### config.mk
export PLATFORM = sky130hd
export DESIGN_NAME = skt_mac
export DESIGN_NICKNAME = d
export VERILOG_FILES = /design/src/rtl/skt_pkg.sv /design/src/rtl/skt_mac.sv
export SDC_FILE = /design/constraint.sdc
export NUM_CORES = 1
export LEC_CHECK = 0
export BUFFER_PORTS_ARGS = -buffer_cell sky130_fd_sc_hd__buf_2
export CORE_MARGIN = 3
export CORE_UTILIZATION = 55
export CTS_BUF_LIST = sky130_fd_sc_hd__clkbuf_4
export DETAILED_ROUTE_END_ITERATION = 10
export PLACE_DENSITY_LB_ADDON = 0.25
export SLEW_MARGIN = 25
export SYNTH_ARGS = -nofsm -noshare
export SYNTH_HDL_FRONTEND = slang
export SYNTH_SLANG_ARGS = --single-unit
export TNS_END_PERCENT = 20
### constraint.sdc
create_clock -name clk -period 3.9 [get_ports clk]
set_input_delay 0 -clock clk [delete_from_list [all_inputs] [get_ports clk]]
set_output_delay 0 -clock clk [all_outputs]
set_load 0.005 [all_outputs]
### src/rtl/skt_pkg.sv
// ----------------------------------------------------------------------------
// skt_pkg
// Shared types and codes of the sorted key table: entry layout, operation and
// status codes, result word and sequencer states.
// ----------------------------------------------------------------------------
package skt_pkg;

	localparam int SKT_CAPACITY = 128;

	localparam int KEY_W     = 32;
	localparam int AMOUNT_W  = 16;
	localparam int PRICE_W   = 24;
	localparam int MODE_W    = 3;
	localparam int STATUS_W  = 2;
	localparam int POS_W     = 7;
	localparam int COUNT_W   = 8;
	localparam int TOT_AMT_W = 23;
	localparam int TOT_VAL_W = 47;

	localparam logic [TOT_AMT_W-1:0] TOT_AMT_MAX = '1;
	localparam logic [TOT_VAL_W-1:0] TOT_VAL_MAX = '1;

	localparam logic [MODE_W-1:0] MODE_INSERT = 3'd0;
	localparam logic [MODE_W-1:0] MODE_LOOKUP = 3'd1;
	localparam logic [MODE_W-1:0] MODE_UPDATE = 3'd2;
	localparam logic [MODE_W-1:0] MODE_DELETE = 3'd3;
	localparam logic [MODE_W-1:0] MODE_STATS  = 3'd4;

	localparam logic [STATUS_W-1:0] ST_OK        = 2'd0;
	localparam logic [STATUS_W-1:0] ST_NOT_FOUND = 2'd1;
	localparam logic [STATUS_W-1:0] ST_DUPLICATE = 2'd2;
	localparam logic [STATUS_W-1:0] ST_FULL      = 2'd3;

	typedef struct packed {
		logic [PRICE_W-1:0]  price;
		logic [AMOUNT_W-1:0] amount;
		logic [KEY_W-1:0]    key;
	} entry_t;

	typedef struct packed {
		logic [MODE_W-1:0] mode;
		entry_t            ent;
	} op_t;

	// first member sits in the highest bits
	typedef struct packed {
		logic [TOT_VAL_W-1:0] total_value;
		logic [TOT_AMT_W-1:0] total_amount;
		logic [COUNT_W-1:0]   entry_count;
		logic [PRICE_W-1:0]   found_price;
		logic [AMOUNT_W-1:0]  found_amount;
		logic [POS_W-1:0]     position;
		logic [STATUS_W-1:0]  status;
	} result_t;

	typedef enum logic [2:0] {
		S_IDLE,
		S_SCAN,
		S_SHIFT_UP,
		S_SHIFT_DN,
		S_STATS,
		S_DONE
	} state_t;

endpackage

### src/rtl/skt_mac.sv
// ----------------------------------------------------------------------------
// skt_mac
// Statistics unit: registered quantity times price, then accumulation of the
// quantity and value sums, saturated to the result field widths.
// ----------------------------------------------------------------------------
module skt_mac
	import skt_pkg::*;
#(
	parameter int CAPACITY = SKT_CAPACITY
) (
	input  logic                 clk,
	input  logic                 arst_n,
	input  logic                 clear,
	input  logic                 valid,
	input  logic [AMOUNT_W-1:0]  amount,
	input  logic [PRICE_W-1:0]   price,
	output logic                 busy,
	output logic [TOT_AMT_W-1:0] tot_amount,
	output logic [TOT_VAL_W-1:0] tot_value
);

	localparam int CNT_W  = $clog2(CAPACITY + 1);
	localparam int PROD_W = AMOUNT_W + PRICE_W;
	localparam int ACC_A_W = (AMOUNT_W + CNT_W > TOT_AMT_W) ? AMOUNT_W + CNT_W : TOT_AMT_W + 1;
	localparam int ACC_V_W = (PROD_W + CNT_W > TOT_VAL_W) ? PROD_W + CNT_W : TOT_VAL_W + 1;

	logic                v_s2;
	logic [PROD_W-1:0]   prod_s2;
	logic [AMOUNT_W-1:0] amt_s2;
	logic [ACC_A_W-1:0]  acc_a_q;
	logic [ACC_V_W-1:0]  acc_v_q;

	always_ff @(posedge clk or negedge arst_n) begin
		if (!arst_n) begin
			v_s2 <= 1'b0;
		end else begin
			v_s2 <= valid;
		end
	end

	always_ff @(posedge clk) begin
		prod_s2 <= PROD_W'(amount) * PROD_W'(price);
		amt_s2  <= amount;
		if (clear) begin
			acc_a_q <= '0;
			acc_v_q <= '0;
		end else if (v_s2) begin
			acc_a_q <= acc_a_q + ACC_A_W'(amt_s2);
			acc_v_q <= acc_v_q + ACC_V_W'(prod_s2);
		end
	end

	assign busy = v_s2;

	always_comb begin
		tot_amount = (acc_a_q > ACC_A_W'(TOT_AMT_MAX)) ? TOT_AMT_MAX : acc_a_q[TOT_AMT_W-1:0];
		tot_value  = (acc_v_q > ACC_V_W'(TOT_VAL_MAX)) ? TOT_VAL_MAX : acc_v_q[TOT_VAL_W-1:0];
	end

endmodule

## After elaboration in Yosys (flattened, before gate mapping)

Cells that the tools add are included.

- Register bits after elaboration: 129
- Input bits: 44

- Add/subtract/negate cells: 2
- Multipliers: 1
- Order comparisons: 2
- Multiplexer cells: 2

Operator list:

| cell | count |
|---|---|
| 48-bit by 40-bit adder with 48-bit output | 1 |
| 48-bit by 47-bit greater-than comparator with 1-bit output, second input constant | 1 |
| 47-bit 2-to-1 mux | 1 |
| 16-bit by 24-bit multiplier with 40-bit output | 1 |
| 24-bit by 16-bit adder with 24-bit output | 1 |
| 24-bit by 23-bit greater-than comparator with 1-bit output, second input constant | 1 |
| 23-bit 2-to-1 mux | 1 |

## Longest topological paths before layout

- Depth in word-level cells: 2
- Mapped depth: 25

## Worst setup path before layout

No wires, ideal clock.

- Kind: input port to flip-flop
- From: in amount[12]
- To: reg prod_s2[38]
- Setup time: 0.072 ns
- Data arrival time: 5.895 ns
- Data required time: 3.828 ns
- Setup slack: -2.067 ns
- Cell stages on the path: 22
- Buffers on the path: 1
- Cells stage by stage: clkbuf_1 nand2_1 fa_1 inv_1 fa_1 fa_1 fa_1 fa_1 inv_1 fa_1 inv_1 ha_1 a21o_1 a21oi_1 o21bai_1 a21oi_1 nor2_1 a211o_1 a221o_1 a221o_2 a311oi_2 xnor2_1

- Word-level cells in the longest chain between the ends: 1

RTL lines:

| element | RTL line | RTL |
|---|---|---|
| start, declared | skt_mac.sv:15 | `input logic [AMOUNT_W-1:0] amount,` |
| 16-bit by 24-bit multiplier with 40-bit output | skt_mac.sv:42 | `prod_s2 <= PROD_W'(amount) * PROD_W'(price);` |
| end signal, assigned | skt_mac.sv:42 |  |
| end, declared | skt_mac.sv:28 | `logic [PROD_W-1:0] prod_s2;` |

No other way between the ends.
A chain may end at the register's enable or synchronous reset.

## Final worst setup path

- From: in price[6]
- To: reg prod_s2[38]

- Word-level cells in the longest chain between the ends: 1

RTL lines:

| element | RTL line | RTL |
|---|---|---|
| start, declared | skt_mac.sv:16 | `input logic [PRICE_W-1:0] price,` |
| 16-bit by 24-bit multiplier with 40-bit output | skt_mac.sv:42 |  |

No other way between the ends.

==> qor.yml <==
place:
  post-place-ws_ps: -2192
  placed_cells: 2880
  dp_hpwl_mm: 40.21
  io_buffer_count: 114
  gp_congestion: 0.9132
global_route:
  grt_max_degree: 53
  grt_use_total: 0.2658
  grt-ovfl-total: 0
  antenna_found_initial: 1
  grt_pass1_wl_mm: 82.46
  grt_pass1_vias: 16470
worst_hold_path:
  worstHoldPathType: "input pin to register"
  holdPathEnd: "acc_v_q[31]"
  hold_depth: 2
  hp-start: "clear"
cts:
  cts.sinks: 129
  insertion_delay_ps: 540
  cts_buffers: 17
  clk_pin_slew_ps: 120
  cts_tree: "built"
  cts_buffer_depth: 2
  htreeDepth: 4
  cts-root-buf: "clkbuf_4"
detailed_routing:
  drt_iter0_drc: 959
  drc_errors: 0
  wl_per_cell_um: 16.69
  wl_mm: 49.21
  drt_first_pass_iters: 5
  viasPerCell: 5.359
  num_vias: 15800
  postRouteAntennaNets: 0
layout:
  layout_commonest_cell: "inv_1"
  final_cells: 2949
  area_growth_pct: 19.00
  mostFrequentLayoutCells: "inv_1 (354), fa_1 (286), nand2_1 (276)"
  register_area_um2: 2589
  nNetsFinal: 3000
  fillCellCount: 2807
  multi_input_area_um2: 15540
  layout-drive-gt1-share: 0.2250
floorplanning:
  die_width_um: 193.6
  pin_count: 115
  core_area_um2: 34630
  die_h_um: 193.6
  row_count: 68
  start_util: 0.5588
  die_area_um2: 37470
critical_path:
  worstPathArrival_ps: 5760
  r2r-end: "acc_v_q[42]"
  critPathRequiredTime_ps: 4370
  ff2ff_path_depth: 13
  crit_type: "input pin to register"
  end_kind: "register"
  startpoint_type: "input pin"
  crit_chain: "buf_12 > and2_4 > fa_1 > inv_1 > fa_2 > fa_2 > inv_2 > fa_2 > fa_1 > fa_1 > ha_4 > o21a_1 > o21a_1 > o21a_1 > o32ai_2 > a21oi_2 > a211o_1 > a221o_1 > a221o_2 > a311oi_2 > xnor2_1"
  cp_max_fo: 6
  critPathMaxStageDelay_ps: 580
  crit_slowest_cell: "fa_2"
  regToRegStartpoint: "acc_v_q[0]"
  reg2reg_slack_ps: 350
timing:
  min_period_ps: 5292
  max_freq_mhz: 189.0
  final_hold_viol_count: 0
  clock_skew_ps: 23.80
  holdWs_ps: 48.08
  fin_ws_ps: -1392
  fin_crit_sh: 1.357
  rsz0062_at_grt: "true"
  tightest_slew_ps: 843.9
  slew_headroom: 0.4374
  slew_viol_final: 0
  setup_tns_ps: -24220
  finalSetupViolCount: 29
synth:
  synth-seq-cells: 129
  yosys_most_used_dff: "dfxtp_1"
  ys_types: 67
  synth_edf_count: 0
  async_reset_ff_frac: 0.007752
  seq_area_frac_synth: 0.1337
  synth_area_per_cell_um2: 8.708
  syn-cell-area_um2: 19350
  yosys_warnings: 0
  synthesis.nets: 2742
  netlist_instances: 2222
outcome:
  status: "finished, violations left"
  violations: "setup timing"
flow_run:
  cap_viol_max_count: 0
flip-flops by register name (all words and copies together) (netlist names):
name / cells
acc_a_q: 24
prod_s2: 40
acc_v_q: 48
busy: 1
amt_s2: 16
routing by layer:
metal | global-route usage | vias to the layer above | wire, µm
li1 | - | 7516 | -
met1 | 0.3714 | 7719 | 21850
met2 | 0.4391 | 501 | 23400
met3 | 0.04006 | 67 | 3019
met4 | 0.06536 | 0 | 941
met5 | 0 | - | 0
worst max-delay path, delay by kind of cell:
kind	cells	cell delay (ps)
adder cells (fa/ha/maj)	7	3270
buffers and inverters	3	210
AO/OA/AOI/OAI	9	1990
XOR/XNOR	1	140
AND/OR/NAND/NOR	1	150
stage by stage:
step                utilization  area (µm²)
CTS                      0.6579       22780
global placement         0.6300       21810
detailed placement       0.6300       21810
global route             0.6650       23030
floorplan                     -       19810
finish                   0.6650       23030
Yosys cell counts (3+ instances only):
master | n | area, µm²
nor4b_1 | 12 | 105.1
a311oi_1 | 6 | 52.55
a21oi_2 | 3 | 26.28
or2_2 | 70 | 437.9
nand2_1 | 282 | 1059
nand3_1 | 25 | 125.1
clkbuf_1 | 89 | 334.1
mux2_2 | 5 | 56.30
nand2b_1 | 8 | 50.05
a31oi_1 | 10 | 62.56
buf_1 | 3 | 11.26
nand4_1 | 9 | 56.30
xor2_1 | 37 | 324.1
nor2b_1 | 12 | 75.07
a21boi_0 | 5 | 37.54
dfxtp_1 | 128 | 2562
o21bai_1 | 16 | 120.1
mux2i_1 | 30 | 300.3
and4_1 | 3 | 26.28
fa_1 | 308 | 6166
nor4_1 | 3 | 18.77
or4b_1 | 4 | 40.04
and3_1 | 15 | 93.84
o21ai_0 | 48 | 240.2
a21o_1 | 45 | 337.8
and2_1 | 167 | 1045
a21oi_1 | 81 | 405.4
ha_1 | 168 | 2102
o211ai_1 | 10 | 75.07
nor3_1 | 17 | 85.08
a211oi_1 | 17 | 127.6
inv_1 | 371 | 1393
o22ai_1 | 4 | 25.02
nor2_1 | 102 | 382.9
or3_1 | 7 | 43.79
o31a_1 | 4 | 35.03
o21a_1 | 16 | 120.1
xnor2_1 | 47 | 411.6
worst max path at each step:
stage | from | endpoint | slack (ps) | cells past startpoint
2_1_floorplan | price[7] | prod_s2[38] | -1760 | 21
3_3_place_gp | amount[9] | prod_s2[38] | -2100 | 22
3_5_place_dp | amount[9] | prod_s2[38] | -2190 | 23
4_1_cts | amount[6] | prod_s2[38] | -1320 | 21
5_1_grt | price[6] | prod_s2[38] | -1590 | 21
6_report | price[6] | prod_s2[38] | -1390 | 21
area by class of cell:
cell class	count	share of cell area
Multi-Input combinational cell	1626	0.6747
Timing Repair Buffer	334	0.1150
Sequential cell	129	0.1124
Inverter	372	0.06064
Tap cell	455	0.02472
Clock inverter	15	0.006846
Clock buffer	17	0.005542
Antenna cell	1	0.0001087
logic make-up after synthesis:
family,count (synthesis),synth area share
AO/OA/AOI/OAI,293,0.1026
XOR/XNOR,84,0.03802
adder cells (fa/ha/maj),476,0.4273
buffers and inverters,467,0.09092
flip-flops,129,0.1337
multiplexers,35,0.01843
AND/OR/NAND/NOR,738,0.1891
what timing repair did:
action / 4_1_cts / 5_1_grt
endpoints found under the hold margin: 20 / 0
buffers inserted: 10 / 10
pin swaps: 43 / 40
endpoints found under the setup margin: 30 / 30
hold buffers: 20 / 0
gates cloned: 0 / 1
resized for setup: 112 / 55
Power is left out: the tool's default activity adds up to more than one toggle a clock period on the data nets, which glitch-free logic cannot reach.
