[src/rtl/skt_pkg.sv]
// ----------------------------------------------------------------------------
// skt_pkg
// Shared types and codes of the sorted key table: entry layout, operation and
// status codes, result word and sequencer states.
// ----------------------------------------------------------------------------
package skt_pkg;

	localparam int SKT_CAPACITY = 128;

	localparam int KEY_W     = 32;
	localparam int AMOUNT_W  = 16;
	localparam int PRICE_W   = 24;
	localparam int MODE_W    = 3;
	localparam int STATUS_W  = 2;
	localparam int POS_W     = 7;
	localparam int COUNT_W   = 8;
	localparam int TOT_AMT_W = 23;
	localparam int TOT_VAL_W = 47;

	localparam logic [TOT_AMT_W-1:0] TOT_AMT_MAX = '1;
	localparam logic [TOT_VAL_W-1:0] TOT_VAL_MAX = '1;

	localparam logic [MODE_W-1:0] MODE_INSERT = 3'd0;
	localparam logic [MODE_W-1:0] MODE_LOOKUP = 3'd1;
	localparam logic [MODE_W-1:0] MODE_UPDATE = 3'd2;
	localparam logic [MODE_W-1:0] MODE_DELETE = 3'd3;
	localparam logic [MODE_W-1:0] MODE_STATS  = 3'd4;

	localparam logic [STATUS_W-1:0] ST_OK        = 2'd0;
	localparam logic [STATUS_W-1:0] ST_NOT_FOUND = 2'd1;
	localparam logic [STATUS_W-1:0] ST_DUPLICATE = 2'd2;
	localparam logic [STATUS_W-1:0] ST_FULL      = 2'd3;

	typedef struct packed {
		logic [PRICE_W-1:0]  price;
		logic [AMOUNT_W-1:0] amount;
		logic [KEY_W-1:0]    key;
	} entry_t;

	typedef struct packed {
		logic [MODE_W-1:0] mode;
		entry_t            ent;
	} op_t;

	// first member sits in the highest bits
	typedef struct packed {
		logic [TOT_VAL_W-1:0] total_value;
		logic [TOT_AMT_W-1:0] total_amount;
		logic [COUNT_W-1:0]   entry_count;
		logic [PRICE_W-1:0]   found_price;
		logic [AMOUNT_W-1:0]  found_amount;
		logic [POS_W-1:0]     position;
		logic [STATUS_W-1:0]  status;
	} result_t;

	typedef enum logic [2:0] {
		S_IDLE,
		S_SCAN,
		S_SHIFT_UP,
		S_SHIFT_DN,
		S_STATS,
		S_DONE
	} state_t;

endpackage

[src/rtl/skt_ctrl.sv]
// ----------------------------------------------------------------------------
// skt_ctrl
// Operation sequencer: ordered key scan, shift up for insert, shift down for
// delete and a statistics walk, all through the single entry memory.
// ----------------------------------------------------------------------------
module skt_ctrl
	import skt_pkg::*;
#(
	parameter int CAPACITY = SKT_CAPACITY,
	localparam int ADDR_W = $clog2(CAPACITY)
) (
	input  logic                 clk,
	input  logic                 arst_n,
	input  logic                 in_valid,
	output logic                 in_ready,
	input  op_t                  in_op,
	output logic                 res_valid,
	input  logic                 res_take,
	output result_t              res,
	output logic                 mem_ren,
	output logic [ADDR_W-1:0]    mem_raddr,
	input  entry_t               mem_rdata,
	output logic                 mem_we,
	output logic [ADDR_W-1:0]    mem_waddr,
	output entry_t               mem_wdata,
	output logic                 mac_clear,
	output logic                 mac_valid,
	input  logic                 mac_busy,
	input  logic [TOT_AMT_W-1:0] tot_amount,
	input  logic [TOT_VAL_W-1:0] tot_value
);

	localparam int CNT_W = $clog2(CAPACITY + 1);

	state_t             state_q, state_d;
	op_t                op_q, op_d;
	result_t            res_q, res_d;
	logic [CNT_W-1:0]   used_q, used_d;
	logic [CNT_W-1:0]   rd_idx_q, rd_idx_d;
	logic [CNT_W-1:0]   tgt_q, tgt_d;
	logic               val_s1, val_d;
	logic [ADDR_W-1:0]  idx_s1, idx_d;
	logic               key_ge, key_eq;

	assign key_ge = $signed(mem_rdata.key) >= $signed(op_q.ent.key);
	assign key_eq = mem_rdata.key == op_q.ent.key;

	always_ff @(posedge clk or negedge arst_n) begin
		if (!arst_n) begin
			state_q  <= S_IDLE;
			used_q   <= '0;
			rd_idx_q <= '0;
			val_s1   <= 1'b0;
		end else begin
			state_q  <= state_d;
			used_q   <= used_d;
			rd_idx_q <= rd_idx_d;
			val_s1   <= val_d;
		end
	end

	always_ff @(posedge clk) begin
		op_q   <= op_d;
		res_q  <= res_d;
		tgt_q  <= tgt_d;
		idx_s1 <= idx_d;
	end

	always_comb begin
		state_d   = state_q;
		op_d      = op_q;
		res_d     = res_q;
		used_d    = used_q;
		rd_idx_d  = rd_idx_q;
		tgt_d     = tgt_q;
		val_d     = 1'b0;
		idx_d     = idx_s1;
		in_ready  = 1'b0;
		res_valid = 1'b0;
		mem_ren   = 1'b0;
		mem_raddr = rd_idx_q[ADDR_W-1:0];
		mem_we    = 1'b0;
		mem_waddr = idx_s1;
		mem_wdata = mem_rdata;
		mac_clear = 1'b0;
		mac_valid = 1'b0;

		unique case (state_q)
			S_IDLE: begin
				in_ready = 1'b1;
				if (in_valid) begin
					op_d     = in_op;
					res_d    = '0;
					rd_idx_d = '0;
					unique case (in_op.mode)
						MODE_INSERT: begin
							if (used_q == CNT_W'(CAPACITY)) begin
								res_d.status = ST_FULL;
								state_d = S_DONE;
							end else begin
								state_d = S_SCAN;
							end
						end
						MODE_LOOKUP, MODE_UPDATE, MODE_DELETE: begin
							state_d = S_SCAN;
						end
						MODE_STATS: begin
							mac_clear = 1'b1;
							state_d = S_STATS;
						end
						default: begin
							state_d = S_DONE;
						end
					endcase
				end
			end

			S_SCAN: begin
				if (val_s1 && key_ge && key_eq) begin
					// key present at idx_s1
					res_d.position = POS_W'(idx_s1);
					unique case (op_q.mode)
						MODE_INSERT: begin
							res_d.status = ST_DUPLICATE;
							state_d = S_DONE;
						end
						MODE_LOOKUP: begin
							res_d.found_amount = mem_rdata.amount;
							res_d.found_price  = mem_rdata.price;
							state_d = S_DONE;
						end
						MODE_UPDATE: begin
							mem_we    = 1'b1;
							mem_waddr = idx_s1;
							mem_wdata = op_q.ent;
							state_d = S_DONE;
						end
						MODE_DELETE: begin
							rd_idx_d = CNT_W'(idx_s1) + 1'b1;
							state_d = S_SHIFT_DN;
						end
						default: begin
							state_d = S_DONE;
						end
					endcase
				end else if ((val_s1 && key_ge) || (!val_s1 && rd_idx_q >= used_q)) begin
					// key absent; insertion point is the first larger key or the end
					if (op_q.mode == MODE_INSERT) begin
						tgt_d    = val_s1 ? CNT_W'(idx_s1) : used_q;
						rd_idx_d = used_q;
						res_d.position = val_s1 ? POS_W'(idx_s1) : POS_W'(used_q);
						state_d = S_SHIFT_UP;
					end else begin
						res_d.status = ST_NOT_FOUND;
						state_d = S_DONE;
					end
				end else if (rd_idx_q < used_q) begin
					mem_ren  = 1'b1;
					rd_idx_d = rd_idx_q + 1'b1;
					val_d    = 1'b1;
					idx_d    = rd_idx_q[ADDR_W-1:0];
				end
			end

			S_SHIFT_UP: begin
				if (val_s1) begin
					mem_we    = 1'b1;
					mem_waddr = ADDR_W'(idx_s1 + 1'b1);
					mem_wdata = mem_rdata;
				end
				if (!val_s1 && rd_idx_q == tgt_q) begin
					mem_we    = 1'b1;
					mem_waddr = tgt_q[ADDR_W-1:0];
					mem_wdata = op_q.ent;
					used_d    = used_q + 1'b1;
					state_d   = S_DONE;
				end else if (rd_idx_q > tgt_q) begin
					mem_ren   = 1'b1;
					mem_raddr = ADDR_W'(rd_idx_q - 1'b1);
					rd_idx_d  = rd_idx_q - 1'b1;
					val_d     = 1'b1;
					idx_d     = ADDR_W'(rd_idx_q - 1'b1);
				end
			end

			S_SHIFT_DN: begin
				if (val_s1) begin
					mem_we    = 1'b1;
					mem_waddr = ADDR_W'(idx_s1 - 1'b1);
					mem_wdata = mem_rdata;
				end
				if (!val_s1 && rd_idx_q >= used_q) begin
					used_d  = used_q - 1'b1;
					state_d = S_DONE;
				end else if (rd_idx_q < used_q) begin
					mem_ren  = 1'b1;
					rd_idx_d = rd_idx_q + 1'b1;
					val_d    = 1'b1;
					idx_d    = rd_idx_q[ADDR_W-1:0];
				end
			end

			S_STATS: begin
				mac_valid = val_s1;
				if (!val_s1 && !mac_busy && rd_idx_q >= used_q) begin
					res_d.total_amount = tot_amount;
					res_d.total_value  = tot_value;
					state_d = S_DONE;
				end else if (rd_idx_q < used_q) begin
					mem_ren  = 1'b1;
					rd_idx_d = rd_idx_q + 1'b1;
					val_d    = 1'b1;
					idx_d    = rd_idx_q[ADDR_W-1:0];
				end
			end

			S_DONE: begin
				res_valid = 1'b1;
				if (res_take) begin
					state_d = S_IDLE;
				end
			end

			default: begin
				state_d = S_IDLE;
			end
		endcase
	end

	always_comb begin
		res = res_q;
		res.entry_count = COUNT_W'(used_q);
	end

`ifndef ASSERT_OFF
	a_used_bound: assert property (@(posedge clk) disable iff (!arst_n)
		used_q <= CNT_W'(CAPACITY))
		else $error("entry count beyond capacity");

	a_used_step: assert property (@(posedge clk) disable iff (!arst_n)
		used_q != $past(used_q) |->
			(used_q == CNT_W'($past(used_q) + 1'b1) ||
			 used_q == CNT_W'($past(used_q) - 1'b1)))
		else $error("entry count moved by more than one");

	a_no_rw_clash: assert property (@(posedge clk) disable iff (!arst_n)
		mem_we && mem_ren |-> mem_waddr != mem_raddr)
		else $error("read and write of the same entry in one cycle");

	a_leave_idle: assert property (@(posedge clk) disable iff (!arst_n)
		in_valid && in_ready |=> state_q != S_IDLE)
		else $error("accepted word left no operation in progress");
`endif

endmodule

[config.mk]
export PLATFORM = sky130hd
export DESIGN_NAME = skt_ctrl
export DESIGN_NICKNAME = d
export VERILOG_FILES = /design/src/rtl/skt_pkg.sv /design/src/rtl/skt_ctrl.sv
export SDC_FILE = /design/constraint.sdc
export NUM_CORES = 1
export LEC_CHECK = 0
export ABC_CLOCK_PERIOD_IN_PS = 8100
export BUFFER_PORTS_ARGS = -buffer_cell sky130_fd_sc_hd__buf_2
export CORE_AREA = 3 3 169 171
export CTS_CLUSTER_SIZE = 30
export DETAILED_ROUTE_END_ITERATION = 6
export DIE_AREA = 0 0 172 174
export GPL_TIMING_DRIVEN = 0
export HOLD_SLACK_MARGIN = 0.02
export MAX_ROUTING_LAYER = met4
export PLACE_DENSITY = 0.78
export SYNTH_ARGS = -nofsm -noshare
export SYNTH_HDL_FRONTEND = slang
export SYNTH_SLANG_ARGS = --single-unit
[constraint.sdc]
create_clock -name clk -period 8.1 [get_ports clk]
set_clock_uncertainty 0.15 [all_clocks]
set_input_delay 1.62 -clock clk [delete_from_list [all_inputs] [get_ports clk]]
set_output_delay 1.62 -clock clk [all_outputs]
set_load 0.03 [all_outputs]
# Yosys cells after proc, flatten, opt, wreduce, memory -nomap -nowiden
# Cells that the tools add are included.
# classes
add_sub_neg	7
magnitude_cmp	4
n_eq_ne	34
muxes	79
bitwise_logic	1
reduce_logical	28
# ops
operator	n
$mux 72	3
$pmux 72 s2	1
$pmux 70 s2	1
$mux 127	1
$mux 7	16
$pmux 49 s2	1
$mux 8	12
$mux 40	2
$mux 70	1
$pmux 8 s5	1
$eq 32x32->1	1
$ge 32x32->1	1
$mux 3	10
$pmux 7 s4	1
$ne 2x2->1 const B	12
$eq 3x2->1 const B	6
$mux 9	2
$pmux 3 s6	1
$mux 1	17
$add 8x1->8 const B	2
$pmux 8 s2	1
$sub 8x1->8 const B	2
$pmux 7 s2	1
$ne 3x3->1 const B	4
33 further kinds	53
# totals
ff_bits	229
input_bits	222
output_inout_bits	219
elab_cells	170

# Depth between registers and ports, before layout
# depth
depth_word	6
mapped_depth	14
ltp_nobuf	13

# Least setup slack after synthesis
# Ideal clock, no wire load.
# synth_path
path_kind	reg-to-reg
from	register used_q[1]
to	register res_q (netlist bit res[100]) (enable)
setup_ns	0.602
arrival_time_ns	6.835
required_ns	7.348
slack_ns	0.512
stages_incl_launch_ff	9
path_buffers	0
period_less_slack_ns	7.588
path_cell_list	dfrtp_1 inv_1 ha_1 nor2b_1 o21a_1 o21a_1 o21bai_1 a21o_1 o31ai_1
# synth_between
elab_chain_len	4
# synth_rtl
element	line_no	text
start: declaration	skt_ctrl.sv:38	logic [CNT_W-1:0] used_q, used_d;
start signal: assignment	skt_ctrl.sv:56	used_q <= used_d;
$ge 8x8->1	skt_ctrl.sv:205	if (!val_s1 && !mac_busy && rd_idx_q >= used_q) begin
$logic_and 1x1->1	skt_ctrl.sv:205	
$ne 2x2->1 (no source line)	--	
$reduce_and 3->1 (no source line)	--	
end signal: assignment	skt_ctrl.sv:64	res_q <= res_d;
end: declaration	skt_ctrl.sv:37	result_t res_q, res_d;
# Every way passes these cells.
# A chain may end at the register's enable or synchronous reset.

==> flow_summary.ini <==
[status]
status = completed

[power]
powerDensity_mw_per_mm2 = 363
peakVddDrop_v = 0.000235
p_leak_nw = 7.14

[setup_path]
crit_chain = buf_2 -> ha_1 -> nand4_2 -> nor4_1 -> nand4_1 -> nor4b_2 -> o21ai_1 -> buf_2 -> buf_2 -> nand2_1 -> o21ai_1 -> buf_2
crit_arrival_ns = 4.79
endpoint = mem_wdata[30]
cp-end-kind = output pin
slowest_stage = nor4_1
crit_path_max_fanout = 10
critical_path_class = primary input to output pin
cpMostUsedCell = buf_2
startpoint = mem_rdata[31]
worst-r2r-cell-count = 11
crit_buf_inv = 4
required_ns = 6.33
reg2reg_to = idx_s1[5]
cp-start-kind = primary input
reg2reg_slack_ns = 3.82
cpLargestDelayFamily = simple AND/OR/NAND/NOR gates
cpPeakStageDelay_ns = 0.48
r2r-start = op_q[9]
path_depth = 12

[logic_synthesis]
ys_top_cells_by_area = edfxtp_1 52%, ha_1 6.1%, nand2_1 6.0%
ys_ff_latch = 229
syn_inst = 1130
synth_warnings = 0
yosys_most_used_dff = edfxtp_1
netlist_area_mm2 = 0.0120
syn-num-nets = 1412
yosysTopAreaCell = edfxtp_1
async_reset_ff_share_pct = 8.73
yosysSeqAreaShare_pct = 56.4
yosysTopAreaCellShare_pct = 52.3
synth-edff-count = 209
ys_types = 64
avgSynthCellArea_um2 = 10.6

[timing]
fmax_mhz = 152
finalMaxSlewViolations = 0
slew-limit-headroom_pct = 10.0
final_hold_viol_count = 0
fin_crit_ns = 6.56
rsz0062_at_grt = false
tightest_slew_ns = 1.34
setup_viol = 0
layout_setup_ws_ns = 1.54
finalSetupTns_ns = 0
finalCritPeriodShare_pct = 81.0

[final_layout]
drive_above_1_share_pct = 31.7
syn_to_final_growth_pct = 30.4
fin_util_pct = 57.9
post_layout_nonfiller_instances = 1971
nNetsFinal = 1885

[clock_network]
clk_latency_ns = 0.55
hold_buffers = 0
cts_buffers = 26
cts-resized-gates = 0
cts_setup_buffers = 0
htreeDepth = 1
clk_path_buf_depth = 3
cts_sinks = 229
cts_tree = yes
root_buffer = clkbuf_16
clk_pin_slew_ns = 0.06

[detailed_routing]
drtIter0Drc = 971
avgRoutedWirePerCell_um = 21.5
avgViaCountPerCell = 5.51
wirelength_um = 42400
drtAntennaViolNets = 0
vias = 10900
drc_errors = 0
dr.pass1.iters = 6

[min_path]
hold_class = register to register

[die]
core_mm2 = 0.0270
die_w_um = 172
row_count = 60
start_util_pct = 44.4
dieHeight_um = 174
die_area_mm2 = 0.0299
boundaryPins = 441

[placed_design]
placed_cells = 1916
globalplace.congestion = 0.926
hpwl_um = 32800
pre_cts_ws_ns = 1.55
io_buffer_count = 440

[global_route]
grt_max_degree = 73
grt_pass1_wl_um = 62800
antenna_found_initial = 7
grt_pass1_vias = 10600
grt_usage_pct = 28.1
overflow = 0

[flow_run]
maxCapViolCount = 0
==> worst reg2reg max path, cell delays in order, from the launching register on <==
cell,delay (ns)
edfxtp_1,0.39
inv_1,0.07
ha_1,0.24
nand4_1,0.18
nor2_1,0.07
a221o_1,0.37
o31a_1,0.32
o31ai_1,0.48
and2_1,0.22
buf_6,0.18
a21oi_1,0.12
o31ai_1,1.11
==> worst min-delay path by stage <==
stage | start | endpoint | slack (ns) | depth (start not counted)
after floorplan | rd_idx_q[0] | rd_idx_q[0] | 0.40 | 2
after global placement | used_q[7] | rd_idx_q[7] | 0.47 | 2
after detailed placement | used_q[7] | rd_idx_q[7] | 0.47 | 2
after CTS | used_q[7] | rd_idx_q[7] | 0.49 | 2
after global routing | used_q[7] | rd_idx_q[7] | 0.51 | 2
final | used_q[7] | rd_idx_q[7] | 0.49 | 2
==> final cells by class <==
cell class / count / area (um^2)
fill: 2291 / 11400
sequential: 229 / 6780
multi-input combinational: 769 / 4740
timing repair buffer: 445 / 2310
clock buffer: 34 / 681
tap: 341 / 427
buffer: 66 / 270
inverter: 66 / 250
clock inverter: 14 / 180
antenna: 7 / 17.5
==> state kept, by name, summed over array words and instances, names as in the netlist <==
name      cells
idx_s1        7
op_q         75
rd_idx_q      8
res         119
state_q       3
tgt_q         8
used_q        8
val_s1        1
==> cells in the final DEF (no fill, tap or decap), drive strengths merged, types with 10 or more instances in the layout <==
| cell type | synthesis | layout |
|---|---|---|
| buf | 12 | 457 |
| edfxtp | 209 | 209 |
| nand2 | 191 | 191 |
| o21ai | 110 | 110 |
| clkbuf | 54 | 88 |
| and3 | 74 | 74 |
| inv | 66 | 66 |
| ha | 59 | 59 |
| and2 | 51 | 51 |
| a21oi | 47 | 47 |
| nor2 | 41 | 41 |
| xnor2 | 25 | 25 |
| nand3 | 22 | 22 |
| dfrtp | 20 | 20 |
| nor3 | 16 | 16 |
| nand4 | 16 | 16 |
| a21o | 11 | 11 |
| o22ai | 10 | 10 |
==> Yosys cell counts (3+ instances only) <==
cell and number:
o22ai_1 10, nor3_1 15, o31ai_1 4, buf_2 9, a21o_1 11, a21oi_1 46, a211oi_1 3, o21a_1 7
o21bai_1 4, nand3_1 22, o21ai_1 70, clkbuf_1 54, nor2b_1 5, xor2_1 9, nand2b_1 3, o21ai_0 40
nor4_1 7, edfxtp_1 209, xnor2_1 25, ha_1 59, nor2_1 40, dfrtp_1 20, a22o_1 3, a221oi_2 4
and2_1 51, mux2i_1 3, nand4_1 14, nor3b_1 3, inv_1 64, a22oi_1 3, a221o_1 3, and3_1 74
or3_1 6, nand2_1 191, a2bb2oi_1 3
==> power by group <==
part / switching, mW / internal, mW
registers: 0.131 / 1.74
logic: 1.84 / 0.773
clock network: 0.490 / 0.719
==> kinds of logic after synthesis <==
group / count (synthesis) / share of synthesized area, %
buffers and inverters: 132 / 4.31
xor gates and xnor gates: 34 / 2.48
adders and majority gates: 60 / 6.32
muxes: 5 / 0.469
AOI/OAI and AO/OA: 230 / 11.9
and+or+nand+nor: 440 / 18.1
DFF: 229 / 56.4
==> stage by stage <==
| step | total power, mW | area [um^2] | hold WS [ns] |
|---|---|---|---|
| 3_5_place_dp | 4.47 | 14800 | 0.475 |
| 5_1_grt | 5.97 | 15700 | 0.505 |
| 2_1_floorplan | 3.63 | 12000 | 0.398 |
| 6_report | 5.69 | 15700 | 0.487 |
| 3_3_place_gp | 4.39 | 14600 | 0.469 |
| 4_1_cts | 5.68 | 15600 | 0.491 |
==> metal layers <==
metal / vias to the layer above / GRT usage (%) / routed length, um
met2: 536 / 44.5 / 20200
li1: 5003 / - / -
met1: 5238 / 37.4 / 17300
met3: 92 / 4.73 / 3450
met4: 0 / 8.62 / 1410
met5: - / - / 0
Note: power is estimated with default switching activity, not from simulation.
